[config.mk]
export PLATFORM = sky130hd
export DESIGN_NAME = clipped_line_rasterizer_unit_flat
export DESIGN_NICKNAME = d
export VERILOG_FILES = /design/src/rtl/clr_pkg.sv /design/src/rtl/clr_channels.sv /design/src/rtl/clr_step_unit.sv /design/src/rtl/clr_emit.sv /design/src/rtl/clr_walker.sv /design/src/rtl/clipped_line_rasterizer_unit.sv /design/src/flat_wrapper.sv
export VERILOG_INCLUDE_DIRS = /design/src /design/src/rtl
export SDC_FILE = /design/constraint.sdc
export NUM_CORES = 1
export LEC_CHECK = 0
export ABC_AREA = 1
export ABC_CLOCK_PERIOD_IN_PS = 4750
export BUFFER_PORTS_ARGS = -buffer_cell sky130_fd_sc_hd__buf_4
export CORE_ASPECT_RATIO = 1.75
export CORE_MARGIN = 2
export CORE_UTILIZATION = 55
export DETAILED_ROUTE_END_ITERATION = 12
export PLACE_DENSITY = 0.78
export SLEW_MARGIN = 10
export SYNTH_ARGS = -nofsm -noshare
export SYNTH_HDL_FRONTEND = slang
export SYNTH_SLANG_ARGS = --single-unit
[constraint.sdc]
create_clock -name clk -period 4.75 [get_ports clk]
set_input_delay 0.95 -clock clk [delete_from_list [all_inputs] [get_ports clk]]
set_output_delay 0.95 -clock clk [all_outputs]
set_load 0.1 [all_outputs]
[src/rtl/clipped_line_rasterizer_unit_assert.svh]
// Assertion macros for the clipped line rasterizer.
// Used by the top level only; needs a clk and rst in scope.
`ifndef CLIPPED_LINE_RASTERIZER_UNIT_ASSERT_SVH
`define CLIPPED_LINE_RASTERIZER_UNIT_ASSERT_SVH

// same-cycle implication
`define CLR_ASSERT_NOW(label, ante, cons, msg) \
  label: assert property (@(posedge clk) disable iff (rst) (ante) |-> (cons)) \
    else $error(msg);

// next-cycle implication
`define CLR_ASSERT_NEXT(label, ante, cons, msg) \
  label: assert property (@(posedge clk) disable iff (rst) (ante) |=> (cons)) \
    else $error(msg);

`endif

[src/rtl/clr_pkg.sv]
// Shared types and constants of the clipped line rasterizer.
// No dependencies; the channels and every module import it.
package clr_pkg;

  localparam int COORD_BITS     = 8;
  localparam int MAX_SCREEN_DIM = 64;
  localparam int CFG_BITS       = 7;
  localparam int COLOR_BITS     = 16;
  localparam int SCREEN_RESET   = 64;

  localparam int DIM_BITS   = $clog2(MAX_SCREEN_DIM + 1);
  localparam int PIX_BITS   = $clog2(MAX_SCREEN_DIM);
  localparam int ADDR_BITS  = 2 * PIX_BITS;
  localparam int DELTA_BITS = COORD_BITS + 2;
  localparam int ERR_BITS   = COORD_BITS + 3;
  localparam int E2_BITS    = ERR_BITS + 1;
  localparam int CMP_BITS   = ((COORD_BITS > DIM_BITS) ? COORD_BITS : DIM_BITS) + 1;
  localparam int IDX_BITS   = 1;

  // register indexes
  localparam logic [IDX_BITS-1:0] REG_SCREEN_WIDTH  = 1'b0;
  localparam logic [IDX_BITS-1:0] REG_SCREEN_HEIGHT = 1'b1;

  typedef logic signed [COORD_BITS-1:0] coord_t;
  typedef logic signed [DELTA_BITS-1:0] delta_t;
  typedef logic signed [ERR_BITS-1:0]   err_t;
  typedef logic [DIM_BITS-1:0]          dim_t;
  typedef logic [PIX_BITS-1:0]          pix_t;
  typedef logic [ADDR_BITS-1:0]         addr_t;
  typedef logic [COLOR_BITS-1:0]        color_t;

  // walk position and error
  typedef struct packed {
    coord_t x;
    coord_t y;
    err_t   err;
  } pos_t;

  // per-line constants of the walk
  typedef struct packed {
    coord_t tx;
    coord_t ty;
    delta_t dx;
    delta_t dy;
    logic   sx;
    logic   sy;
  } line_t;

  // one pixel handed to the output stage
  typedef struct packed {
    pix_t   x;
    pix_t   y;
    dim_t   width;
    color_t color;
    logic   last;
  } emit_req_t;

  typedef struct packed {
    logic idle;
    logic pend_valid;
  } walk_stat_t;

  typedef enum logic [1:0] {
    ST_IDLE,
    ST_WALK,
    ST_FLUSH
  } state_t;

endpackage

[src/rtl/clr_channels.sv]
// Handshake channels of the rasterizer: line commands in, pixel words out.
// Depends on clr_pkg.
interface clr_cmd_if;
  import clr_pkg::*;
  logic   valid;
  logic   ready;
  coord_t start_x;
  coord_t start_y;
  coord_t end_x;
  coord_t end_y;
  color_t line_color;

  modport source (output valid, start_x, start_y, end_x, end_y, line_color,
                  input ready);
  modport sink (input valid, start_x, start_y, end_x, end_y, line_color,
                output ready);
endinterface

interface clr_pix_if;
  import clr_pkg::*;
  logic   valid;
  logic   ready;
  pix_t   pixel_x;
  pix_t   pixel_y;
  addr_t  pixel_addr;
  color_t pixel_color;
  logic   last_pixel;

  modport source (output valid, pixel_x, pixel_y, pixel_addr, pixel_color, last_pixel,
                  input ready);
  modport sink (input valid, pixel_x, pixel_y, pixel_addr, pixel_color, last_pixel,
                output ready);
endinterface

[src/rtl/clr_step_unit.sv]
// One Bresenham step: error doubling, both compares, error and position update.
// Depends on clr_pkg.
module clr_step_unit (
  input  clr_pkg::pos_t  cur,
  input  clr_pkg::line_t line,
  output clr_pkg::pos_t  nxt,
  output logic           at_end
);
  import clr_pkg::*;

  logic signed [E2_BITS-1:0] e2;
  logic signed [E2_BITS-1:0] dx_e;
  logic signed [E2_BITS-1:0] dy_e;
  logic                      x_step;
  logic                      y_step;
  err_t                      inc_x;
  err_t                      inc_y;

  always_comb begin
    e2     = $signed({cur.err, 1'b0});
    dx_e   = E2_BITS'($signed(line.dx));
    dy_e   = E2_BITS'($signed(line.dy));
    x_step = (e2 >= dy_e);
    y_step = (e2 <= dx_e);
    inc_x  = x_step ? ERR_BITS'($signed(line.dy)) : '0;
    inc_y  = y_step ? ERR_BITS'($signed(line.dx)) : '0;

    nxt.err = cur.err + inc_x + inc_y;
    nxt.x   = cur.x;
    nxt.y   = cur.y;
    if (x_step) begin
      nxt.x = line.sx ? cur.x + coord_t'(1) : cur.x - coord_t'(1);
    end
    if (y_step) begin
      nxt.y = line.sy ? cur.y + coord_t'(1) : cur.y - coord_t'(1);
    end
    at_end = (cur.x == line.tx) && (cur.y == line.ty);
  end

endmodule

[src/rtl/clr_emit.sv]
// Output register of the pixel channel; forms the framebuffer address.
// Depends on clr_pkg and clr_channels.
module clr_emit (
  input  logic               clk,
  input  logic               rst,
  input  logic               push,
  input  clr_pkg::emit_req_t req,
  output logic               emit_ready,
  clr_pix_if.source          pix
);
  import clr_pkg::*;

  localparam int PROD_BITS = PIX_BITS + DIM_BITS;

  logic [PROD_BITS-1:0] addr_full;

  // row * stride + column
  assign addr_full = PROD_BITS'(req.y) * PROD_BITS'(req.width) + PROD_BITS'(req.x);

  assign emit_ready = !pix.valid || pix.ready;

  always_ff @(posedge clk) begin
    if (rst) begin
      pix.valid <= 1'b0;
    end else if (push) begin
      pix.valid <= 1'b1;
    end else if (pix.ready) begin
      pix.valid <= 1'b0;
    end
  end

  always_ff @(posedge clk) begin
    if (push) begin
      pix.pixel_x     <= req.x;
      pix.pixel_y     <= req.y;
      pix.pixel_addr  <= addr_full[ADDR_BITS-1:0];
      pix.pixel_color <= req.color;
      pix.last_pixel  <= req.last;
    end
  end

endmodule

[src/rtl/clr_walker.sv]
// Line sequencer: command setup, the stepping loop, clipping and the
// one-pixel lookahead that marks the last visible pixel. Depends on clr_pkg,
// clr_channels, clr_step_unit.
module clr_walker (
  input  logic                clk,
  input  logic                rst,
  input  clr_pkg::dim_t       eff_w,
  input  clr_pkg::dim_t       eff_h,
  clr_cmd_if.sink             cmd,
  input  logic                emit_ready,
  output logic                push,
  output clr_pkg::emit_req_t  req,
  output clr_pkg::walk_stat_t stat
);
  import clr_pkg::*;

  state_t state, state_next;
  pos_t   pos, pos_next;
  line_t  line, line_next;
  dim_t   w_line, h_line;
  color_t color;
  pix_t   pend_x, pend_y;
  logic   pend_valid, pend_valid_next;
  logic   pend_load;
  logic   cmd_take;

  pos_t   stepped;
  logic   at_end;
  logic   visible;

  // setup of a new command
  coord_t s_x, e_x;
  delta_t dx_in, dy_in;

  clr_step_unit u_step (
    .cur    (pos),
    .line   (line),
    .nxt    (stepped),
    .at_end (at_end)
  );

  always_comb begin
    visible = !pos.x[COORD_BITS-1] && !pos.y[COORD_BITS-1]
           && (CMP_BITS'($unsigned(pos.x)) < CMP_BITS'(w_line))
           && (CMP_BITS'($unsigned(pos.y)) < CMP_BITS'(h_line));
  end

  // horizontal span runs from the lower column up
  always_comb begin
    s_x = cmd.start_x;
    e_x = cmd.end_x;
    if ((cmd.start_y == cmd.end_y) && (cmd.start_x > cmd.end_x)) begin
      s_x = cmd.end_x;
      e_x = cmd.start_x;
    end
    dx_in = (e_x > s_x) ? delta_t'(e_x) - delta_t'(s_x) : delta_t'(s_x) - delta_t'(e_x);
    dy_in = (cmd.end_y > cmd.start_y) ? delta_t'(cmd.start_y) - delta_t'(cmd.end_y)
                                      : delta_t'(cmd.end_y) - delta_t'(cmd.start_y);
  end

  assign cmd.ready = (state == ST_IDLE);
  assign cmd_take  = cmd.valid && cmd.ready;

  always_comb begin
    state_next      = state;
    pos_next        = pos;
    line_next       = line;
    pend_valid_next = pend_valid;
    pend_load       = 1'b0;
    push            = 1'b0;
    req.x           = pend_x;
    req.y           = pend_y;
    req.width       = w_line;
    req.color       = color;
    req.last        = 1'b0;

    unique case (state)
      ST_IDLE: begin
        if (cmd.valid) begin
          pos_next.x      = s_x;
          pos_next.y      = cmd.start_y;
          pos_next.err    = ERR_BITS'(dx_in) + ERR_BITS'(dy_in);
          line_next.tx    = e_x;
          line_next.ty    = cmd.end_y;
          line_next.dx    = dx_in;
          line_next.dy    = dy_in;
          line_next.sx    = (s_x < e_x);
          line_next.sy    = (cmd.start_y < cmd.end_y);
          pend_valid_next = 1'b0;
          state_next      = ST_WALK;
        end
      end
      ST_WALK: begin
        // a second visible pixel must wait while the held one cannot leave
        if (!(visible && pend_valid && !emit_ready)) begin
          if (visible) begin
            push            = pend_valid;
            pend_load       = 1'b1;
            pend_valid_next = 1'b1;
          end
          if (at_end) begin
            state_next = ST_FLUSH;
          end else begin
            pos_next = stepped;
          end
        end
      end
      ST_FLUSH: begin
        if (!pend_valid) begin
          state_next = ST_IDLE;
        end else if (emit_ready) begin
          push            = 1'b1;
          req.last        = 1'b1;
          pend_valid_next = 1'b0;
          state_next      = ST_IDLE;
        end
      end
      default: begin
        state_next = ST_IDLE;
      end
    endcase
  end

  always_ff @(posedge clk) begin
    if (rst) begin
      state      <= ST_IDLE;
      pend_valid <= 1'b0;
    end else begin
      state      <= state_next;
      pend_valid <= pend_valid_next;
    end
  end

  always_ff @(posedge clk) begin
    pos  <= pos_next;
    line <= line_next;
    if (cmd_take) begin
      w_line <= eff_w;
      h_line <= eff_h;
      color  <= cmd.line_color;
    end
    if (pend_load) begin
      pend_x <= PIX_BITS'($unsigned(pos.x));
      pend_y <= PIX_BITS'($unsigned(pos.y));
    end
  end

  assign stat.idle       = (state == ST_IDLE);
  assign stat.pend_valid = pend_valid;

endmodule

[src/rtl/clipped_line_rasterizer_unit.sv]
// Clipped Bresenham line rasterizer, one line command in, one word per visible pixel out.
// The first word is pushed into the output register when the walk reaches the second visible
// pixel, or from the flush state after the line end when no second one comes; a command holds
// the block until its flush is done, paced by the single step unit that advances one pixel a
// cycle while the output does not stall. Synchronous active-high reset: idle, no word pending,
// screen 64 x 64.
module clipped_line_rasterizer_unit (
  input  logic                     clk,
  input  logic                     rst,
  input  logic                     cfg_we,
  input  logic [clr_pkg::IDX_BITS-1:0] cfg_idx,
  input  logic [clr_pkg::CFG_BITS-1:0] cfg_data,
  clr_cmd_if.sink                  cmd,
  clr_pix_if.source                pix
);
  import clr_pkg::*;

  // screen registers as written
  logic [CFG_BITS-1:0] screen_width;
  logic [CFG_BITS-1:0] screen_height;

  // clamped to the largest supported screen
  dim_t eff_w;
  dim_t eff_h;

  logic       push;
  logic       emit_ready;
  emit_req_t  req;
  walk_stat_t stat;

  always_ff @(posedge clk) begin
    if (rst) begin
      screen_width  <= CFG_BITS'(SCREEN_RESET);
      screen_height <= CFG_BITS'(SCREEN_RESET);
    end else if (cfg_we) begin
      unique case (cfg_idx)
        REG_SCREEN_WIDTH:  screen_width  <= cfg_data;
        REG_SCREEN_HEIGHT: screen_height <= cfg_data;
        default: begin
        end
      endcase
    end
  end

  always_comb begin
    eff_w = (int'(screen_width) > MAX_SCREEN_DIM) ? DIM_BITS'(MAX_SCREEN_DIM)
                                                  : DIM_BITS'(screen_width);
    eff_h = (int'(screen_height) > MAX_SCREEN_DIM) ? DIM_BITS'(MAX_SCREEN_DIM)
                                                   : DIM_BITS'(screen_height);
  end

  // sequencer: setup, one Bresenham step per cycle unless the output stalls, clip, lookahead of one pixel
  clr_walker u_walker (
    .clk        (clk),
    .rst        (rst),
    .eff_w      (eff_w),
    .eff_h      (eff_h),
    .cmd        (cmd),
    .emit_ready (emit_ready),
    .push       (push),
    .req        (req),
    .stat       (stat)
  );

  // output word register and address multiply
  clr_emit u_emit (
    .clk        (clk),
    .rst        (rst),
    .push       (push),
    .req        (req),
    .emit_ready (emit_ready),
    .pix        (pix)
  );

`include "clipped_line_rasterizer_unit_assert.svh"

  // a taken command keeps the block busy for at least the next cycle
  `CLR_ASSERT_NEXT(a_busy_after_cmd, cmd.valid && cmd.ready, !cmd.ready, "ready after command")
  // a new command starts with no held pixel
  `CLR_ASSERT_NEXT(a_pend_clear, cmd.valid && cmd.ready, !stat.pend_valid, "stale held pixel")
  // back in idle means the last pixel has been handed over
  `CLR_ASSERT_NOW(a_idle_empty, stat.idle, !stat.pend_valid, "held pixel lost at idle")

endmodule
[src/flat_wrapper.sv]
// flat-port wrapper written by rule: the top's interface ports become plain ports
module clipped_line_rasterizer_unit_flat import clr_pkg::*;
  (clk, rst, cfg_we, cfg_idx, cfg_data, cmd_valid, cmd_start_x, cmd_start_y, cmd_end_x, cmd_end_y, cmd_line_color, cmd_ready, pix_valid, pix_pixel_x, pix_pixel_y, pix_pixel_addr, pix_pixel_color, pix_last_pixel, pix_ready);
  clr_cmd_if cmd_i ();
  clr_pix_if pix_i ();
  input  logic clk;
  input  logic rst;
  input  logic cfg_we;
  input  logic [clr_pkg::IDX_BITS-1:0] cfg_idx;
  input  logic [clr_pkg::CFG_BITS-1:0] cfg_data;
  input wire logic [$bits(cmd_i.valid)-1:0] cmd_valid;
  input wire logic [$bits(cmd_i.start_x)-1:0] cmd_start_x;
  input wire logic [$bits(cmd_i.start_y)-1:0] cmd_start_y;
  input wire logic [$bits(cmd_i.end_x)-1:0] cmd_end_x;
  input wire logic [$bits(cmd_i.end_y)-1:0] cmd_end_y;
  input wire logic [$bits(cmd_i.line_color)-1:0] cmd_line_color;
  output wire logic [$bits(cmd_i.ready)-1:0] cmd_ready;
  output wire logic [$bits(pix_i.valid)-1:0] pix_valid;
  output wire logic [$bits(pix_i.pixel_x)-1:0] pix_pixel_x;
  output wire logic [$bits(pix_i.pixel_y)-1:0] pix_pixel_y;
  output wire logic [$bits(pix_i.pixel_addr)-1:0] pix_pixel_addr;
  output wire logic [$bits(pix_i.pixel_color)-1:0] pix_pixel_color;
  output wire logic [$bits(pix_i.last_pixel)-1:0] pix_last_pixel;
  input wire logic [$bits(pix_i.ready)-1:0] pix_ready;
  assign cmd_i.valid = cmd_valid;
  assign cmd_i.start_x = cmd_start_x;
  assign cmd_i.start_y = cmd_start_y;
  assign cmd_i.end_x = cmd_end_x;
  assign cmd_i.end_y = cmd_end_y;
  assign cmd_i.line_color = cmd_line_color;
  assign cmd_ready = cmd_i.ready;
  assign pix_valid = pix_i.valid;
  assign pix_pixel_x = pix_i.pixel_x;
  assign pix_pixel_y = pix_i.pixel_y;
  assign pix_pixel_addr = pix_i.pixel_addr;
  assign pix_pixel_color = pix_i.pixel_color;
  assign pix_last_pixel = pix_i.last_pixel;
  assign pix_i.ready = pix_ready;
  clipped_line_rasterizer_unit u_core (.clk(clk), .rst(rst), .cfg_we(cfg_we), .cfg_idx(cfg_idx), .cfg_data(cfg_data), .cmd(cmd_i), .pix(pix_i));
endmodule
Word level (Yosys, flattened, before mapping)
Index checks and enable logic that the tools add are counted.

storage, ports and cells
  ROM bits = 0
  RAM bits = 0
  memories kept = 0
  bits in latches = 0
  output and inout bits = 43
  input bits = 61
  register bits after elaboration = 166
  logic and storage cells = 123

cells by class
  magnitude comparators = 11
  bitwise operators = 1
  divide/modulo/power cells = 0
  multiplexer cells = 36
  shift-type cells = 0
  $add $sub $neg = 12
  reduce and logical (&&, ||, !) cells = 25
  equality and inequality tests = 13
  multiply operators = 1

operator list
  cell                                                   number
  two-way mux 27 bit                                     3
  one-hot mux 27 bit (2 select lines)                    1
  two-way mux 8 bit                                      6
  subtractor 8 x 8 -> 9 bit                              4
  equality test 8 bit                                    3
  greater-than comparator 8 bit                          3
  adder 11 bit                                           2
  two-way mux 11 bit                                     2
  two-way mux 10 bit                                     2
  adder 8 x 2 -> 8 bit (second input constant)           2
  < comparator 8 x 7 -> 1 bit                            2
  < comparator 8 bit                                     2
  subtractor 8 x 2 -> 8 bit (second input constant)      2
  greater-than comparator 7 bit (second input constant)  2
  two-way mux 1 bit                                      14
  adder 12 x 6 -> 12 bit                                 1
  >= comparator 12 x 10 -> 1 bit                         1
  less-or-equal comparator 12 x 10 -> 1 bit              1
  multiplier 6 x 7 -> 12 bit                             1
  AND reduction 4 bit                                    3
  adder 10 x 10 -> 11 bit                                1
  two-way mux 2 bit                                      5
  != test 2 bit (second input constant)                  5
  AND reduction 5 bit                                    2
  other kinds (15)                                       29

Logic depth before layout (Yosys ltp)
Gate-level depths: netlist of the first run.

  word-level depth = 9
  gate-level depth with buffers = 35
  depth with buffers taken out = 33

Modules after synthesis
From an unflattened synthesis of the first run, not the netlist that was laid out.

unflattened totals
  cell total of the unflattened synthesis = 1469
  area total of the unflattened synthesis = 12538.3 um2

modules (own cells, without submodules)
  module                        sequential area each (um2)  times used  cells an instance  area each (um2)
  clr_walker                    3213.1                      1           725                6722.7
  clr_emit                      1251.2                      1           282                2872.8
  clr_step_unit                 0.0                         1           369                2324.7
  clipped_line_rasterizer_unit  280.3                       1           93                 618.1

Worst setup path after synthesis of the first run
OpenSTA, ideal clock, no wires.

  kind = reg2reg
  from = register u_core.u_walker.pos[12] (netlist bit)
  to = register u_core.u_emit.pix.last_pixel (enable)
  buffers on the path = 0
  period minus slack after synthesis = 5.026 ns
  cell stages (with the launch flop) = 9
  path slack = -0.276 ns
  library setup time = 0.504 ns
  arrival = 4.522 ns
  data required time = 4.246 ns
  cells stage by stage = edfxtp_1 > ha_1 > a21o_1 > a21o_1 > a21oi_1 > o21ai_0 > nand3b_1 > nand4_1 > a211oi_1

between the ends
  cells in the longest elaborated chain, start to end = 6
  elaborated cells on any way between the ends = 7
  classes of those cells = order compare (1); mux (3); reduce/logical (3)

ends and longest elaborated chain
  what                                    RTL line                            source
  start: declaration                      clr_walker.sv:18                    pos_t pos, pos_next;
  start signal: assignment                clr_walker.sv:135                   pos <= pos_next;
  < comparator 8 x 7 -> 1 bit (*)         clr_walker.sv:45                    && (CMP_BITS'($unsigned(pos.y)) < CMP_BITS'(h_line));
  logical AND 1 bit (*)                   clr_walker.sv:45
  logical AND 1 bit (2 in series)         clr_walker.sv:95                    if (!(visible && pend_valid && !emit_ready)) begin
  two-way mux 1 bit (*)                   clr_walker.sv:95
  one-hot mux 1 bit (2 select lines) (*)  clr_walker.sv:77                    unique case (state)
  net u_core.push                         clipped_line_rasterizer_unit.sv:26  logic push;
  end signal: assignment                  clr_emit.sv:38                      pix.last_pixel <= req.last;
  end: declaration                        clr_channels.sv:29                  modport source (output valid, pixel_x, pixel_y, pixel_addr, pixel_color, last_pixel,

The timed path passes the listed nets; every way through them passes the cells marked *.
A chain may end at the register's enable or synchronous reset.

Worst setup path in the final report of the first run
  from = register u_core.u_walker.w_line[2]
  to = register u_core.u_emit.pix.pixel_addr[10], data pin

between the ends
  cells in the longest elaborated chain, start to end = 2

ends and longest elaborated chain
  what                             RTL line            source
  start: declaration               clr_walker.sv:20    dim_t w_line, h_line;
  start signal: assignment         clr_walker.sv:138   w_line <= eff_w;
  multiplier 6 x 7 -> 12 bit       clr_emit.sv:18      assign addr_full = PROD_BITS'(req.y) * PROD_BITS'(req.width) + PROD_BITS'(req.x);
  adder 12 x 6 -> 12 bit           clr_emit.sv:18
  net u_core.u_emit.addr_full[10]  clr_emit.sv:15      logic [PROD_BITS-1:0] addr_full;
  end signal: assignment           clr_emit.sv:36      pix.pixel_addr <= addr_full[ADDR_BITS-1:0];
  end: declaration                 clr_channels.sv:29

The timed path passes the listed nets, and every way through them passes these cells.

==> results.cfg, run 1 <==
[status]
outcome = completed

[synth]
synth_ff_type = edfxtp_1
synth_compound_area_share_pct = 9.45
synth-edff-count = 146
syn_area_mm2 = 0.0116
yosys.area_share.simple_pct = 16.5
synth.top_cell.area_share_pct = 37.9
synth_nets = 1513
synth_xor_area_share_pct = 3.79
ys.warnings.count = 0
yosys.area.top_type = edfxtp_1
ys_seq_area_share_pct = 41.0
synthCells = 1291
synthMuxAreaShare_pct = 0.270
avgSynthCellArea_um2 = 8.96
netlist-cell-type-count = 51
yosysMostFrequentCell = nand2_1
synth_top_family_by_area = adder cells
synthAdderAreaFrac_pct = 19.9
ys_seq_elements = 164
synthTopCellsByArea = edfxtp_1, ha_1, nand2_1, inv_1, fa_1
synth_common_cells = nand2_1, inv_1, edfxtp_1
async_flop_share_pct = 0

[setup_path]
end_kind = flip-flop
cp_data_arrival_time_ns = 4.74
required_ns = 4.94
critPathLaunchType = flip-flop
cp_max_fo = 7
critical_path_class = reg -> reg

[placed_design]
routabilityCongestion = 0.935
post_dp_cell_area_mm2 = 0.0133
place_inst = 1728
port-buffer-count = 103
place_hpwl_um = 24100

[route]
ant_nets = 0
post_drt_wl_per_cell_um = 17.2
vias = 9694
drc = 0
vias_per_cell = 5.46
drt_iter0_markers = 585
wl_um = 30600
dr.pass1.iters = 5

[floorplan]
ios = 104
dieArea_mm2 = 0.0223
initial_core_util_pct = 55.7
coreArea_mm2 = 0.0208
fp.dieH_um = 196
die_x_um = 114
rows = 70

[power_and_ir_drop]
power_density_mw_per_mm2 = 656
p_leak_uw = 0.00700
irDropWorstVdd_mv = 0.394

[finish]
seq_area_mm2 = 0.00474
multiInputGateArea_mm2 = 0.00594
antenna_cells = 0
fillers = 1577
nets = 1732
syn_to_final_growth_pct = 22.9
finalInstanceArea_mm2 = 0.0142
stdcell_count = 1775
drive_gt1_share_pct = 20.7
final_util_pct = 68.5

[sta]
setup_tns_ns = 0
fmax_mhz = 220
slew_headroom_pct = 28.8
rsz0062_at_grt = true
final.min_clock_period_ns = 4.55
min_period_over_period_pct = 95.8
clock_skew_ns = 0.0111
slew_violations = 0
tightest_slew_ns = 1.07
hold_violations = 0
finalSetupViolCount = 0

[global_routing]
gr-total-overflow = 0
grt_pass1_wl_um = 48300
grt_use_total_pct = 28.0
grt_pass1_vias = 10100
grt_max_degree = 43
antenna_found_initial = 0

[flow_run]
drv_cap = 0

[cts]
cts_max_level = 4
clkTransAtPathRegs_ns = 0.07
clk_latency_ns = 0.44
cts_buffer_depth = 2
clockRootBuffer = clkbuf_16
cts.sinks = 164
numCtsBuffers = 17
cts_tree = yes

[hold_path]
hold_path.class = reg -> reg
metal layers:
layer	share of wire, %	GRT usage, %	wire length [um]
met5	0	0	0
met4	5.9	15.8	1820
met3	3.9	3.99	1190
met2	57	55.0	17300
met1	34	27.0	10300
final cells by class:
type / instances / share of cell area [%]
tap: 252 / 2.22
sequential: 164 / 33.4
multi-input combinational: 856 / 41.8
clock inverter: 15 / 1.28
inverter: 252 / 6.67
timing repair buffer: 219 / 11.6
clock buffer: 17 / 2.99
final timing paths:
path / end / from / cells after the start / slack (ns)
setup reg to reg: u_core.u_emit.pix.pixel_addr[10] / u_core.u_walker.w_line[2] / 22 / 0.20
hold reg to reg: u_core.u_emit.pix.pixel_color[3] / u_core.u_walker.color[3] / 0 / 0.42
hold / removal: u_core.u_emit.pix.pixel_color[3] / u_core.u_walker.color[3] / 0 / 0.42
setup / recovery: u_core.u_emit.pix.pixel_addr[10] / u_core.u_walker.w_line[2] / 22 / 0.20
repair_timing:
item | CTS | global route
gates resized for setup | 1 | 36
pin swaps | 0 | 7
gates cloned | 0 | 0
hold buffers | 0 | 0
setup endpoints to repair | 1 | 6
buffers inserted | 0 | 15
power by group:
group | switching (uW) | internal (uW) | leakage (uW)
registers | 335 | 2180 | 0.00152
clock network | 677 | 713 | 0.000296
logic | 3220 | 2190 | 0.00519
flip-flops by register name, indices dropped and copies added (netlist names), 7 cells and up:
name	flops
u_core.screen_height	7
u_core.screen_width	7
u_core.u_emit.pix.pixel_addr	12
u_core.u_emit.pix.pixel_color	16
u_core.u_walker.color	16
u_core.u_walker.h_line	7
u_core.u_walker.line	36
u_core.u_walker.pos	27
u_core.u_walker.w_line	7
layout by cell type, fill, tap and decap left out, drive strengths merged, types with 5 or more instances in the layout:
cell type / n
nand2: 271
inv: 259
buf: 219
edfxtp: 146
ha: 122
nor2: 95
a21oi: 81
o21ai: 65
nand3: 56
fa: 39
xor2: 32
xnor2: 18
dfxtp: 18
clkbuf: 17
nand4: 9
or2: 9
clkinv: 8
a21o: 7
o22ai: 7
o2111ai: 6
o21bai: 5
kinds of logic after synthesis:
family,after synthesis
buf+inv,271
fa+ha+maj,161
mux,3
compound gates,191
simple gates,451
flops,164
xor+xnor,50
through the flow:
| step | power [uW] | hold slack, ns | setup slack, ns |
|---|---|---|---|
| after global placement | 7200 | 0.401 | -0.286 |
| final | 9320 | 0.421 | 0.201 |
| after floorplan | 6050 | 0.400 | 0.102 |
| after detailed placement | 7470 | 0.405 | -0.336 |
| after global routing | 10100 | 0.419 | -0.0902 |
| after CTS | 8940 | 0.417 | 0.0782 |
worst max-delay path: stages, from the launching register on:
cell	delay, ns
edfxtp_1	0.53
nand2_2	0.10
fa_1	0.54
inv_1	0.04
ha_1	0.26
inv_1	0.05
fa_1	0.50
fa_1	0.52
inv_1	0.05
ha_1	0.35
a21oi_1	0.17
inv_1	0.08
a21oi_1	0.18
inv_1	0.09
nand2_1	0.07
inv_1	0.06
nor2_1	0.08
inv_1	0.05
a21oi_2	0.15
nor2_1	0.06
o21a_1	0.18
nor2_1	0.11
xor2_1	0.08
Power figures use the tool's default switching activity.
==> run 2, diff against run 1 <==
- BUFFER_PORTS_ARGS: -buffer_cell sky130_fd_sc_hd__buf_4 -> unset
- CORE_UTILIZATION: 55 -> 59
- DONT_BUFFER_PORTS: unset -> 1
==> run 2 against run 1 <==
Sequential cell count did not move. Maximum frequency grew 1.4%. Clock power hardly changed. Core utilization rose by 0.47 points. Critical path type unchanged. Sequential power increased by 4%.
==> results.cfg, run 2 (synthesized netlist as in run 1, its figures left out) <==
[placed_design]
routabilityCongestion = 0.955
port-buffer-count = 0
place_hpwl_um = 22700
place_inst = 1606
post_dp_cell_area_mm2 = 0.0125
place_ws_ns = -0.193

[route]
vias = 9245
post_drt_wl_per_cell_um = 17.6
ant_nets = 0
drc = 0
dr.pass1.iters = 7
wl_um = 29000
vias_per_cell = 5.62
drt_iter0_markers = 530

[finish]
nets = 1614
antenna_cells = 0
drive_gt1_share_pct = 13.0
stdcell_count = 1646
final_cell_mix = nand2_1, inv_1, edfxtp_1
fillers = 1402
finalInstanceArea_mm2 = 0.0132
layout_commonest_cell = nand2_1
largest_registers = u_core.u_walker.line (36), u_core.u_walker.pos (27)
syn_to_final_growth_pct = 14.4
top_register = u_core.u_walker.line
largest_reg_flops = 36
final_util_pct = 68.9

[floorplan]
ios = 104
dieArea_mm2 = 0.0208
rows = 67
initial_core_util_pct = 60.3
fp.dieH_um = 189
coreArea_mm2 = 0.0192
die_x_um = 110

[global_routing]
antenna_found_initial = 0
grt.busiest_layer = met2
grt_pass1_wl_um = 45700
grt_util_met3_pct = 5.20
grt_pass1_vias = 9570
grt_max_degree = 41
gr-total-overflow = 0
grt_use_total_pct = 29.1
met1_usage_pct = 27.2
use_met2_pct = 54.4

[power_and_ir_drop]
irDropWorstVdd_mv = 0.397
power_density_mw_per_mm2 = 692
p_leak_uw = 0.00643

[sta]
fmax_mhz = 223
tightest_slew_ns = 0.977
min_period_over_period_pct = 94.4
final.min_clock_period_ns = 4.49
hold_violations = 0
slew_headroom_pct = 34.8
whs_ns = 0.418
finalWorstSetupSlack_ns = 0.265
slew_violations = 0
clock_skew_ns = 0.0135
finalSetupViolCount = 0

[cts]
cts_tree = yes
numCtsBuffers = 17
cts_buffer_depth = 2
clockRootBuffer = clkbuf_16
clk_latency_ns = 0.45
clkTransAtPathRegs_ns = 0.08
cts.sinks = 164
cts_max_level = 4

[setup_path]
critical_path_class = reg -> reg
end_kind = flip-flop
required_ns = 4.94
cp_data_arrival_time_ns = 4.68
critPathLaunchType = flip-flop
cp_max_fo = 7

[hold_path]
hold_path.class = reg -> reg

[status]
outcome = completed

[flow_run]
drv_cap = 0
==> run 2: cell types whose count changed in the layout (fill, tap and decap cells not counted), sizes merged <==
cell    delta
clkinv     -1
inv        +1
buf      -118
==> run 2: critical path: stages, from the launching register on <==
cell and delay [ns]:
edfxtp_1 0.53, nand2_1 0.11, inv_1 0.06, fa_1 0.56, inv_1 0.06, fa_1 0.46, fa_1 0.55, inv_1 0.06
fa_1 0.45, ha_1 0.35, a21oi_1 0.17, inv_1 0.07, nand2_1 0.05, inv_1 0.05, nor2_1 0.08, inv_1 0.05
a21oi_2 0.16, nor2_1 0.07, o21a_1 0.16, nor2_1 0.12, xor2_1 0.08
==> run 2: path summary, 6_finish.rpt <==
kind	from	end	slack [ns]	cells after the start
worst max-delay path	u_core.u_walker.w_line[3]	u_core.u_emit.pix.pixel_addr[10]	0.26	20
worst max register to register	u_core.u_walker.w_line[3]	u_core.u_emit.pix.pixel_addr[10]	0.26	20
worst min register to register	u_core.u_walker.color[15]	u_core.u_emit.pix.pixel_color[15]	0.42	0
worst min-delay path	u_core.u_walker.color[15]	u_core.u_emit.pix.pixel_color[15]	0.42	0
==> run 2: what timing repair did <==
action / in CTS / in global routing
endpoints found under the setup margin: 0 / 5
buffers inserted: 0 / 8
hold buffers: 0 / 0
resized for setup: 0 / 18
==> run 2: final cells by class <==
| cell class | count | area [um2] | area share (%) |
|---|---|---|---|
| clock inverters | 15 | 196 | 1.48 |
| clock buffers | 17 | 425 | 3.21 |
| flip-flops and latches | 164 | 4740 | 35.9 |
| inverters | 252 | 946 | 7.15 |
| multi-input cells | 856 | 5850 | 44.2 |
| well taps | 241 | 302 | 2.28 |
| repair buffers | 101 | 771 | 5.82 |
==> run 2: report_power, final <==
group          switching, uW  internal (uW)
Clock                    689            723
Combinational           3030           2090
Sequential               450           2180
==> run 2: per-stage QoR <==
step | setup TNS (ns) | total power, uW
final | 0 | 9150
after global routing | -0.0469 | 9960
after CTS | 0 | 8910
after detailed placement | -0.770 | 7410
after global placement | -0.301 | 7170
after floorplan | 0 | 6050
==> run 2: routing by layer <==
| layer | share of wire [%] | wire length, um | up-vias |
|---|---|---|---|
| met2 | 56 | 16200 | 300 |
| met1 | 33 | 9470 | 4385 |
| met3 | 4.3 | 1260 | 126 |
| met4 | 7.1 | 2060 | 0 |
| li1 | - | - | 4434 |
| met5 | 0 | 0 | - |
